`config.mk`:
```
export PLATFORM = sky130hd
export DESIGN_NAME = led_sign_frame_encoder
export DESIGN_NICKNAME = d
export VERILOG_FILES = /design/src/sv/lsfe_pkg.sv /design/src/sv/lsfe_frame_ctl.sv /design/src/sv/lsfe_stuffer.sv /design/src/sv/led_sign_frame_encoder.sv
export SDC_FILE = /design/constraint.sdc
export NUM_CORES = 1
export LEC_CHECK = 0
export BUFFER_PORTS_ARGS = -buffer_cell sky130_fd_sc_hd__buf_2
export CELL_PAD_IN_SITES_DETAIL_PLACEMENT = 1
export CELL_PAD_IN_SITES_GLOBAL_PLACEMENT = 1
export CORE_MARGIN = 1
export CORE_UTILIZATION = 47
export CTS_CLUSTER_DIAMETER = 60
export DETAILED_ROUTE_END_ITERATION = 10
export GPL_ROUTABILITY_DRIVEN = 0
export PLACE_DENSITY_LB_ADDON = 0.1
export SLEW_MARGIN = 25
export SYNTH_ARGS = -nofsm -noshare
export SYNTH_HDL_FRONTEND = slang
export SYNTH_SLANG_ARGS = --single-unit
export TNS_END_PERCENT = 100
```
`constraint.sdc`:
```
create_clock -name clk -period 5.09 [get_ports clk]
set_clock_uncertainty 0.2 [all_clocks]
set_input_delay 0.509 -clock clk [delete_from_list [all_inputs] [get_ports clk]]
set_output_delay 0.509 -clock clk [all_outputs]
set_load 0.02 [all_outputs]
```
`src/sv/lsfe_pkg.sv`:
```
// Types and constants for the LED sign frame encoder.
package lsfe_pkg;

  localparam logic [7:0] FLAG_BYTE    = 8'h7E;
  localparam logic [7:0] ESC_BYTE     = 8'h7D;
  localparam logic [7:0] ESC_FOR_FLAG = 8'h01;
  localparam logic [7:0] ESC_FOR_ESC  = 8'h00;

  localparam logic [7:0] LOWER_FIRST = 8'd97;
  localparam logic [7:0] UPPER_FIRST = 8'd65;
  localparam logic [7:0] DIGIT_FIRST = 8'd48;
  localparam logic [7:0] ALPHA_COUNT = 8'd26;
  localparam logic [7:0] DIGIT_COUNT = 8'd10;

  // One start item expands to the flag and four payload units.
  localparam int MAX_UNITS = 5;
  localparam int CNT_W     = $clog2(MAX_UNITS + 1);

  typedef enum logic [1:0] {
    KIND_START  = 2'd0,
    KIND_TEXT   = 2'd1,
    KIND_FINISH = 2'd2
  } kind_t;

  // A unit is one frame byte before stuffing; stuff marks bytes that get escaped.
  typedef struct packed {
    logic       err;
    logic       stuff;
    logic [7:0] data;
  } unit_t;

  typedef struct packed {
    logic                 valid;
    logic [CNT_W-1:0]     cnt;
    unit_t [MAX_UNITS-1:0] units;
  } load_t;

endpackage

```
`src/sv/lsfe_frame_ctl.sv`:
```
// Input register, frame state and expansion of one item into frame units.
module lsfe_frame_ctl import lsfe_pkg::*; (
  input  logic        clk,
  input  logic        rst,
  input  logic        s_tvalid,
  output logic        s_tready,
  input  logic [39:0] s_tdata,
  input  logic [1:0]  s_tuser,
  input  logic        emit_ready,
  output load_t       load
);

  logic        in_valid;
  logic [1:0]  in_kind;
  logic [39:0] in_data;

  logic [7:0] running_sum, running_sum_next;
  logic       in_frame, in_frame_next;
  logic       bad_char_seen, bad_char_seen_next;

  logic       fire;
  logic [7:0] ch;
  logic       char_ok;

  assign fire     = in_valid && emit_ready;
  assign s_tready = !in_valid || emit_ready;
  assign ch       = in_data[39:32];

  assign char_ok = (ch >= LOWER_FIRST && ch < LOWER_FIRST + ALPHA_COUNT) ||
                   (ch >= UPPER_FIRST && ch < UPPER_FIRST + ALPHA_COUNT) ||
                   (ch >= DIGIT_FIRST && ch < DIGIT_FIRST + DIGIT_COUNT);

  always_ff @(posedge clk) begin
    if (rst) begin
      in_valid <= 1'b0;
    end else if (s_tready) begin
      in_valid <= s_tvalid;
    end
    if (s_tready && s_tvalid) begin
      in_kind <= s_tuser;
      in_data <= s_tdata;
    end
  end

  always_comb begin
    load               = '0;
    load.valid         = fire;
    running_sum_next   = running_sum;
    in_frame_next      = in_frame;
    bad_char_seen_next = bad_char_seen;
    unique case (kind_t'(in_kind))
      KIND_START: begin
        load.cnt            = CNT_W'(MAX_UNITS);
        load.units[0].data  = FLAG_BYTE;
        for (int i = 1; i < MAX_UNITS; i++) begin
          load.units[i].data  = in_data[8*(i-1) +: 8];
          load.units[i].stuff = 1'b1;
        end
        running_sum_next   = in_data[7:0] + in_data[15:8] + in_data[23:16] + in_data[31:24];
        in_frame_next      = 1'b1;
        bad_char_seen_next = 1'b0;
      end
      KIND_TEXT: begin
        if (in_frame && !bad_char_seen) begin
          if (char_ok) begin
            load.cnt            = CNT_W'(1);
            load.units[0].data  = ch;
            load.units[0].stuff = 1'b1;
            running_sum_next    = running_sum + ch;
          end else begin
            bad_char_seen_next = 1'b1;
          end
        end
      end
      KIND_FINISH: begin
        if (in_frame) begin
          if (bad_char_seen) begin
            load.cnt          = CNT_W'(1);
            load.units[0].err = 1'b1;
          end else begin
            load.cnt            = CNT_W'(2);
            load.units[0].data  = running_sum;
            load.units[0].stuff = 1'b1;
            load.units[1].data  = FLAG_BYTE;
          end
          running_sum_next   = '0;
          in_frame_next      = 1'b0;
          bad_char_seen_next = 1'b0;
        end
      end
      default: ;
    endcase
  end

  always_ff @(posedge clk) begin
    if (rst) begin
      running_sum   <= '0;
      in_frame      <= 1'b0;
      bad_char_seen <= 1'b0;
    end else if (fire) begin
      running_sum   <= running_sum_next;
      in_frame      <= in_frame_next;
      bad_char_seen <= bad_char_seen_next;
    end
  end

endmodule

```
`src/sv/lsfe_stuffer.sv`:
```
// Unit buffer and output register stage that escapes flag and escape bytes.
module lsfe_stuffer import lsfe_pkg::*; (
  input  logic       clk,
  input  logic       rst,
  input  load_t      load,
  output logic       emit_ready,
  output logic       m_tvalid,
  input  logic       m_tready,
  output logic [7:0] m_tdata,
  output logic       m_tlast,
  output logic       m_tuser
);

  unit_t [MAX_UNITS-1:0] units;
  logic [CNT_W-1:0]      cnt;
  logic                  phase;

  unit_t cur;
  logic  esc;
  logic  beat;

  assign cur  = units[0];
  assign esc  = cur.stuff && (cur.data == FLAG_BYTE || cur.data == ESC_BYTE);
  assign beat = m_tvalid && m_tready;

  assign m_tvalid = (cnt != '0);
  assign m_tlast  = (cnt == CNT_W'(1)) && (!esc || phase);
  assign m_tuser  = cur.err;

  always_comb begin
    if (!esc) begin
      m_tdata = cur.data;
    end else if (!phase) begin
      m_tdata = ESC_BYTE;
    end else begin
      m_tdata = (cur.data == FLAG_BYTE) ? ESC_FOR_FLAG : ESC_FOR_ESC;
    end
  end

  // Free for a new load when empty or when the final byte leaves this cycle.
  assign emit_ready = !m_tvalid || (beat && m_tlast);

  always_ff @(posedge clk) begin
    if (rst) begin
      cnt   <= '0;
      phase <= 1'b0;
    end else if (load.valid) begin
      cnt   <= load.cnt;
      phase <= 1'b0;
    end else if (beat) begin
      if (esc && !phase) begin
        phase <= 1'b1;
      end else begin
        phase <= 1'b0;
        cnt   <= cnt - CNT_W'(1);
      end
    end
  end

  always_ff @(posedge clk) begin
    if (load.valid) begin
      units <= load.units;
    end else if (beat && (!esc || phase)) begin
      for (int i = 0; i < MAX_UNITS - 1; i++) begin
        units[i] <= units[i+1];
      end
    end
  end

endmodule

```
`src/sv/led_sign_frame_encoder.sv`:
```
// Top level of the LED sign frame encoder.
//   channel   dir  payload
//   s_*       in   tdata: frame_id, colour, display_mode, speed, character; tuser: kind
//   m_*       out  tdata: out_byte; tlast: run_last; tuser: frame_error
// An item waits in the input register, then expands into units that the output
// stage sends at one byte per cycle while m_tready is high: a text character gives
// 1 or 2 bytes, a finish 1 to 3, a start 5 to 9; dropped items give none.
// The output byte rate, set by the stuffing stage, bounds throughput.
// Synchronous reset clears the frame state and empties both stages.
// A stalled m_tready holds the current byte; s_tready drops once the input
// register holds an item that the output stage cannot yet take.
module led_sign_frame_encoder import lsfe_pkg::*; (
  input  logic        clk,
  input  logic        rst,
  input  logic        s_tvalid,
  output logic        s_tready,
  input  logic [39:0] s_tdata,   // frame_id, colour, display_mode, speed, character
  input  logic [1:0]  s_tuser,   // kind
  output logic        m_tvalid,
  input  logic        m_tready,
  output logic [7:0]  m_tdata,   // out_byte
  output logic        m_tlast,
  output logic        m_tuser    // frame_error
);

  load_t load;
  logic  emit_ready;

  lsfe_frame_ctl u_ctl (
    .clk        (clk),
    .rst        (rst),
    .s_tvalid   (s_tvalid),
    .s_tready   (s_tready),
    .s_tdata    (s_tdata),
    .s_tuser    (s_tuser),
    .emit_ready (emit_ready),
    .load       (load)
  );

  lsfe_stuffer u_stuff (
    .clk        (clk),
    .rst        (rst),
    .load       (load),
    .emit_ready (emit_ready),
    .m_tvalid   (m_tvalid),
    .m_tready   (m_tready),
    .m_tdata    (m_tdata),
    .m_tlast    (m_tlast),
    .m_tuser    (m_tuser)
  );

endmodule

```
Word-level counts from Yosys, hierarchy flattened

Cells that the tools add are included.

Bits in registers: 103
Word-level logic and storage cells: 111
Bits of input ports: 46

$lt $le $gt $ge: 6
Reductions and logical operators: 34
$add $sub $neg: 5
Mux-type cells: 37
Equality and inequality tests: 10

Operators with widths:

| kind                 | count |
|---|---|
| $mux W39             | 2 |
| $mux W9              | 6 |
| $pmux W8 S3          | 2 |
| $mux W8              | 5 |
| $add A8 B8 Y8        | 4 |
| $mux W18             | 1 |
| $eq A8 B7 Y1 const B | 2 |
| $ge A8 B7 Y1 const B | 2 |
| $lt A8 B7 Y1 const B | 2 |
| $pmux W8 S2          | 1 |
| $logic_and A1 B1 Y1  | 12 |
| $mux W3              | 4 |
| $reduce_and A5 Y1    | 2 |
| $mux W1              | 9 |
| $pmux W3 S3          | 1 |
| $ge A8 B6 Y1 const B | 1 |
| $lt A8 B6 Y1 const B | 1 |
| $mux W7              | 1 |
| $logic_or A1 B1 Y1   | 6 |
| $ne A2 B1 Y1 const B | 3 |
| $reduce_bool A2 Y1   | 3 |
| $reduce_bool A3 Y1   | 2 |
| $logic_not A1 Y1     | 5 |
| $mux W2              | 2 |
| other kinds (10)     | 13 |

Depth between registers and ports, before layout

Gate-level depths: netlist (run 1).

Word-level depth: 11
Mapped depth: 11
Mapped depth without buffers: 11

Hierarchy

A second synthesis (run 1) with hierarchy kept.

Cells, all modules: 467
Area, all modules: 5,799.3 sq um

Modules (own cells, without submodules):

| module         | cells an instance | instances | area an instance (sq um) |
|---|---|---|---|
| lsfe_frame_ctl | 310               | 1         | 3,377.0 |
| lsfe_stuffer   | 157               | 1         | 2,422.3 |

Worst setup path after synthesis (run 1)

OpenSTA, ideal clock, no wires.

Path kind: register -> register
Start point: register u_stuff.cnt[0]
End point: register u_ctl.in_data[0], enable pin
Stages on the path, launching flop included: 7
Buffers on the path: 0
Arrival: 3,028 ps
Slack: 1,407 ps
Cell sequence: dfxtp_1 -> inv_1 -> ha_1 -> a21oi_1 -> nor2_1 -> nand2_1 -> a21oi_1

Longest elaborated chain between the ends: 6
Elaborated cells on any way between the ends: 9
Those cells by class: eq/ne (1); reduce/logical (8)

Ends and longest elaborated chain:

| element                                            | line                                   | RTL |
|---|---|---|
| start: declaration                                 | lsfe_stuffer.sv:15                     | `logic [CNT_W-1:0] cnt;` |
| start signal: assignment                           | lsfe_stuffer.sv:48                     | `cnt <= load.cnt;` |
| start signal: assignment                           | lsfe_stuffer.sv:55                     | `cnt <= cnt - CNT_W'(1);` |
| $eq A3 B1 Y1 or $reduce_bool A3 Y1 (tied branches) | lsfe_stuffer.sv:27, lsfe_stuffer.sv:26 |  |
| $logic_and A1 B1 Y1 (on tied branches)             | lsfe_stuffer.sv:27, lsfe_stuffer.sv:24 |  |
| $logic_and A1 B1 Y1                                | lsfe_stuffer.sv:41                     | `assign emit_ready = !m_tvalid \|\| (beat && m_tlast);` |
| $logic_or A1 B1 Y1 (*)                             | lsfe_stuffer.sv:41                     |  |
| $logic_or A1 B1 Y1 (*)                             | lsfe_frame_ctl.sv:26                   | `assign s_tready = !in_valid \|\| emit_ready;` |
| $logic_and A1 B1 Y1 (*)                            | lsfe_frame_ctl.sv:39                   | `if (s_tready && s_tvalid) begin` |
| end signal: assignment                             | lsfe_frame_ctl.sv:41                   | `in_data <= s_tdata;` |
| end: declaration                                   | lsfe_frame_ctl.sv:15                   | `logic [39:0] in_data;` |

Every way passes the cells marked *; elsewhere a longest branch is shown, timed or not.
A chain may end at the register's enable or synchronous reset.

Final worst setup path (run 1)

Start point: register u_ctl.in_data[1]
End point: register u_ctl.running_sum[7]

Longest elaborated chain between the ends: 4

Ends and longest elaborated chain:

| element                    | line                  | RTL |
|---|---|---|
| $add A8 B8 Y8 (3 in a row) | lsfe_frame_ctl.sv:59  | `running_sum_next = in_data[7:0] + in_data[15:8] + in_data[23:16] + in_data[31:24];` |
| $pmux W8 S3                | lsfe_frame_ctl.sv:51  | `unique case (kind_t'(in_kind))` |
| end signal: assignment     | lsfe_frame_ctl.sv:101 | `running_sum <= running_sum_next;` |
| end: declaration           | lsfe_frame_ctl.sv:17  | `logic [7:0] running_sum, running_sum_next;` |

No other way between the ends.

==> flow_metrics.env, run 1 <==
export IMPL_hold_violations=0
export IMPL_hold_path_class="in -> reg"
export IMPL_max_freq_mhz=284
export IMPL_hp_start="s_tdata[21]"
export IMPL_drc=0
export IMPL_cts_hold_buffers_added=0
export IMPL_p_per_area_nw_per_um2=568
export IMPL_slew_violations=0
export IMPL_ys_types=57
export IMPL_num_io_pins=58
export IMPL_htree_levels=3
export IMPL_antenna_found_initial=0
export IMPL_clk_path_buf_depth=2
export IMPL_port_buffers=57
export IMPL_rsz0062_at_grt="false"
export IMPL_fin_tns_setup_ns=0
export IMPL_detail_route_antenna_nets=0
export IMPL_cp_arrival_ns=3.59
export IMPL_async_flop_share_pct=0
export IMPL_hpwl_mm=8.89
export IMPL_setup_violations=0
export IMPL_ys_warnings_count=0
export IMPL_die_area_um2=11700
export IMPL_syn_nets=542
export IMPL_overflow=0
export IMPL_worstReg2RegEnd="u_ctl.running_sum[7]"
export IMPL_ys_seq_area_share_pct=55.4
export IMPL_nets=595
export IMPL_cts_resized=0
export IMPL_final_common_cell="edfxtp_1"
export IMPL_worst_slew_pin_transition_ns=0.976
export IMPL_wirelength_mm=12.5
export IMPL_slew_headroom_pct=34.4
export IMPL_synth_top_flop_cell="edfxtp_1"
export IMPL_nFillCells=1183
export IMPL_drive_gt1_share_pct=16.4
export IMPL_start_util_pct=48.5
export IMPL_cts_tree="done"
export IMPL_start_kind="register"
export IMPL_p_leak_nw=2.49
export IMPL_syn_area_um2=5310
export IMPL_path_clk_slew_ns=0.07
export IMPL_drtIter0Drc=271
export IMPL_fp_dieH_um=108
export IMPL_grt_use_met3_pct=4.16
export IMPL_cts_inserted_buffers=9
export IMPL_syn_inst=460
export IMPL_rows=38
export IMPL_cts_setup_buffers=0
export IMPL_numClockSinks=103
export IMPL_synth_avg_cell_area_um2=11.5
export IMPL_crit_fanout=2
export IMPL_coreArea_um2=10900
export IMPL_cap_violations=0
export IMPL_grt_pass1_wl_mm=20.4
export IMPL_grt_use_total_pct=23.6
export IMPL_grtUsageMet1_pct=29.0
export IMPL_grt_pass1_vias=3982
export IMPL_clk_insertion_delay_late_ns=0.35
export IMPL_final_cell_mix="edfxtp_1 (88), buf_2 (57), nand2_1 (56)"
export IMPL_vias_per_cell=5.72
export IMPL_required_ns=5.15
export IMPL_vdd_ir_drop_max_v=0.000572
export IMPL_grt_busiest_layer="met2"
export IMPL_whs_path_depth=1
export IMPL_worstSetupPathType="reg -> reg"
export IMPL_r2r_cells=11
export IMPL_synth_edff_count=88
export IMPL_outcome="completed"
export IMPL_post_route_min_period_ns=3.52
export IMPL_end_kind="register"
export IMPL_dr_pass1_iters=4
export IMPL_antenna_cells=0
export IMPL_grtUsageMet2_pct=40.4
export IMPL_num_vias=3763
export IMPL_area_delta_synth_final_pct=13.6
export IMPL_ys_ff_latch=103
export IMPL_r2r_start="u_ctl.in_data[1]"
export IMPL_fin_util_pct=55.1
export IMPL_timing_final_crit_share_pct=69.2
export IMPL_wl_per_cell_um=19.0
export IMPL_grt_max_degree=59
export IMPL_cts_root_buf="clkbuf_16"
export IMPL_ff2ff_setup_slack_ns=1.57
export IMPL_dieWidth_um=108
export IMPL_holdPathEnd="u_ctl.in_data[21]"
## worst max-delay path by stage
stage / from / slack [ns] / cells past startpoint / to
3_3_place_gp: u_ctl.in_data[1] / 1.72 / 11 / u_ctl.running_sum[7]
5_1_grt: u_ctl.in_data[9] / 1.39 / 11 / u_ctl.running_sum[7]
2_1_floorplan: u_stuff.cnt[0] / 1.41 / 6 / u_ctl.in_data[0]
6_report: u_ctl.in_data[1] / 1.57 / 11 / u_ctl.running_sum[7]
3_5_place_dp: u_ctl.in_data[9] / 1.57 / 11 / u_ctl.running_sum[7]
4_1_cts: u_ctl.in_data[1] / 1.53 / 11 / u_ctl.running_sum[7]
## synthesized netlist by cell type, types with 5 or more instances
cell type / instances / area share, %
a211oi_1: 6 / 0.85
a21oi_1: 28 / 2.6
a221o_1: 6 / 1.1
a22o_1: 8 / 1.3
and3_1: 5 / 0.59
buf_2: 5 / 0.47
clkbuf_1: 13 / 0.92
dfxtp_1: 15 / 5.7
edfxtp_1: 88 / 50
fa_1: 15 / 5.7
ha_1: 21 / 5.0
inv_1: 45 / 3.2
nand2_1: 56 / 4.0
nand2b_1: 5 / 0.59
nand3_1: 17 / 1.6
nor2_1: 21 / 1.5
o21ai_0: 17 / 1.6
o31ai_1: 12 / 1.7
xnor2_1: 7 / 1.2
## per-stage QoR
step	hold slack, ns	std cells	worst slack (ns)	total power, W	cell area [µm²]
after floorplan	0.271	460	1.41	0.00234	5310
after global placement	0.293	642	1.72	0.00269	5730
after detailed placement	0.303	642	1.57	0.00275	5730
after CTS	0.121	658	1.53	0.00346	6030
after global routing	0.123	658	1.39	0.00366	6030
final	0.128	658	1.57	0.00343	6030
## routing by layer
metal  wire length, µm  vias up  part of all wire, %
li1                  -     1775                    -
met1              5340     1860                   43
met2              6290      100                   50
met3               543       28                  4.3
met4               358        0                  2.9
met5                 0        -                    0
## report_power, final
group	switching, W	internal (W)
logic	0.000836	0.000494
registers	0.000121	0.00128
clock network	0.000314	0.000382
total	0.00127	0.00215
## cell families (layout without fill, tap and decap cells)
kind of cell / after synthesis / after routing / share of synthesized area (%)
buffers and inverters: 67 / 125 / 4.86
DFF: 103 / 103 / 55.4
AOI/OAI and AO/OA: 110 / 110 / 14.5
and+or+nand+nor: 129 / 129 / 11.7
muxes: 4 / 4 / 0.778
adders and majority gates: 36 / 36 / 10.6
xor gates and xnor gates: 11 / 11 / 2.07
## area by class of cell
cell class	count	area (µm²)	share of cell area, %
timing repair buffer	61	315	5.23
sequential	103	2940	48.8
multi-input combinational	290	2120	35.1
clock buffer	9	225	3.74
clock inverter	7	72.6	1.20
inverter	48	180	2.99
tap	140	175	2.91
## state kept, by name (all words and copies together), names as in the netlist
| signal | flops |
|---|---|
| u_stuff.units | 36 |
| u_stuff.m_tuser | 1 |
| u_stuff.phase | 1 |
| u_stuff.cur | 9 |
| u_ctl.in_valid | 1 |
| u_ctl.in_kind | 2 |
| u_ctl.in_frame | 1 |
| u_ctl.in_data | 40 |
| u_ctl.running_sum | 8 |
| u_stuff.cnt | 3 |
| u_ctl.bad_char_seen | 1 |
## critical path, stage by stage, from the launching register on
cell	delay (ns)
edfxtp_1	0.36
inv_1	0.08
fa_1	0.54
fa_1	0.53
inv_1	0.04
ha_1	0.21
fa_1	0.41
a211o_1	0.32
a211o_1	0.28
a21oi_1	0.14
a21oi_1	0.09
a311oi_1	0.24
Note: power is estimated with default switching activity, not from simulation.
==> inputs of run 2 (changes only) <==
Settings changed: CORE_UTILIZATION 47 to 43.
Clock period 5.09 ns to 3 ns, I/O delays scaled along.
==> run 2 against run 1 <==
The run now ends with setup timing left. Maximum frequency grew 6.4%. Flip-flop and latch count is the same. Clock-buffer cell count is the same. Combinational power grew 89%. Non-clock buffer count grew 64. Critical path type unchanged.
==> flow_metrics.env, run 2 (synthesis results as in run 1) <==
export IMPL_outcome="complete, but fails checks"
export IMPL_violations="setup timing"
export IMPL_dp_cells=670
export IMPL_rsz0062_at_grt="true"
export IMPL_startpoint="u_ctl.in_data[9]"
export IMPL_cp_arrival_ns=3.38
export IMPL_ff2ff_setup_slack_ns=-0.31
export IMPL_hpwl_mm=9.06
export IMPL_drc=0
export IMPL_cts_tree="done"
export IMPL_port_buffers=57
export IMPL_setup_violations=4
export IMPL_drive_gt1_share_pct=19.4
export IMPL_p_leak_nw=2.79
export IMPL_coreArea_um2=12000
export IMPL_worstReg2RegEnd="u_ctl.running_sum[7]"
export IMPL_largest_register="u_ctl.in_data"
export IMPL_antenna_found_initial=0
export IMPL_vias_per_cell=5.32
export IMPL_num_vias=3876
export IMPL_area_delta_synth_final_pct=26.0
export IMPL_drtIter0Drc=183
export IMPL_max_freq_mhz=302
export IMPL_grt_max_degree=57
export IMPL_hold_violations=0
export IMPL_cts_root_buf="clkbuf_16"
export IMPL_clk_insertion_delay_late_ns=0.35
export IMPL_detail_route_antenna_nets=0
export IMPL_numClockSinks=103
export IMPL_end_kind="register"
export IMPL_hp_start="s_tvalid"
export IMPL_fin_cells=728
export IMPL_start_kind="register"
export IMPL_overflow=0
export IMPL_vdd_ir_drop_max_v=0.000447
export IMPL_grt_use_total_pct=21.8
export IMPL_dieWidth_um=113
export IMPL_start_util_pct=44.2
export IMPL_num_io_pins=58
export IMPL_final_common_cell="edfxtp_1"
export IMPL_required_ns=3.06
export IMPL_path_clk_slew_ns=0.07
export IMPL_cap_violations=0
export IMPL_wirelength_mm=13.0
export IMPL_htree_levels=3
export IMPL_clk_path_buf_depth=2
export IMPL_p_per_area_nw_per_um2=920
export IMPL_largest_register_ffs=40
export IMPL_r2r_cells=11
export IMPL_timing_final_crit_share_pct=110
export IMPL_rows=40
export IMPL_layout_setup_ws_ns=-0.313
export IMPL_dr_pass1_iters=4
export IMPL_grt_pass1_wl_mm=21.0
export IMPL_r2r_start="u_ctl.in_data[9]"
export IMPL_cts_inserted_buffers=9
export IMPL_die_area_um2=12800
export IMPL_wl_per_cell_um=17.9
export IMPL_fin_util_pct=55.7
export IMPL_fin_tns_setup_ns=-0.779
export IMPL_fp_dieH_um=113
export IMPL_post_route_min_period_ns=3.31
export IMPL_worstSetupPathType="reg -> reg"
export IMPL_nets=659
export IMPL_crit_end="u_ctl.running_sum[7]"
export IMPL_grt_pass1_vias=4046
export IMPL_slew_headroom_pct=53.6
export IMPL_worst_slew_pin_transition_ns=0.691
export IMPL_hold_path_class="in -> reg"
export IMPL_antenna_cells=0
export IMPL_final_cell_mix="edfxtp_1 (88), buf_2 (57), nand2_1 (56)"
export IMPL_crit_fanout=2
export IMPL_slew_violations=0
-- run 2: critical path, stage by stage (launching register included) --
cell      delay, ns
edfxtp_1       0.39
inv_2          0.09
fa_1           0.44
fa_1           0.49
inv_1          0.04
ha_2           0.19
fa_2           0.36
a211o_1        0.27
a211o_1        0.29
a21oi_2        0.12
a21oi_1        0.08
a311oi_1       0.26
-- run 2: worst min-delay path by stage --
stage                            to  slack (ns)  cells after the start
6_report             u_ctl.in_valid        0.03                      3
5_1_grt              u_ctl.in_valid        0.04                      3
4_1_cts              u_ctl.in_valid        0.03                      3
3_5_place_dp      u_ctl.in_data[23]        0.28                      1
3_3_place_gp       u_ctl.in_kind[0]        0.28                      1
2_1_floorplan  u_ctl.running_sum[0]        0.17                      1
-- run 2: what timing repair did --
action	4_1_cts	5_1_grt
pin swaps	4	2
hold endpoints to repair	42	0
buffers inserted	1	0
setup endpoints to repair	4	5
hold buffers	42	0
resized for setup	1	2
-- run 2: final cells by class --
type	count	area [µm²]
clock buffer	9	225
timing repair buffer	125	926
sequential	103	2940
multi-input combinational	290	2130
tap	147	184
fill	1289	5330
inverter	48	180
clock inverter	6	93.8
-- run 2: power breakdown --
part	leakage, nW	switching [W]	internal (W)
sequential	0.973	0.000205	0.00216
combinational	1.67	0.00149	0.00103
clock	0.153	0.000525	0.000734
-- run 2: per-layer routing --
metal | share of wire, % | up-vias | global-route usage (%)
met4 | 0.83 | 0 | 4.82
met1 | 45 | 1907 | 28.5
met3 | 3.3 | 13 | 5.14
met5 | 0 | - | 0
met2 | 50 | 62 | 36.9
li1 | - | 1894 | -
-- run 2: metrics by stage --
step                hold slack, ns  total power (W)  cell area [µm²]  setup slack (ns)
floorplan                    0.172          0.00398             5320            -0.161
global placement             0.276          0.00475             5930            -0.232
detailed placement           0.279          0.00487             5930            -0.350
CTS                         0.0261          0.00620             6680            -0.327
global route                0.0411          0.00653             6690            -0.476
finish                      0.0300          0.00615             6690            -0.313
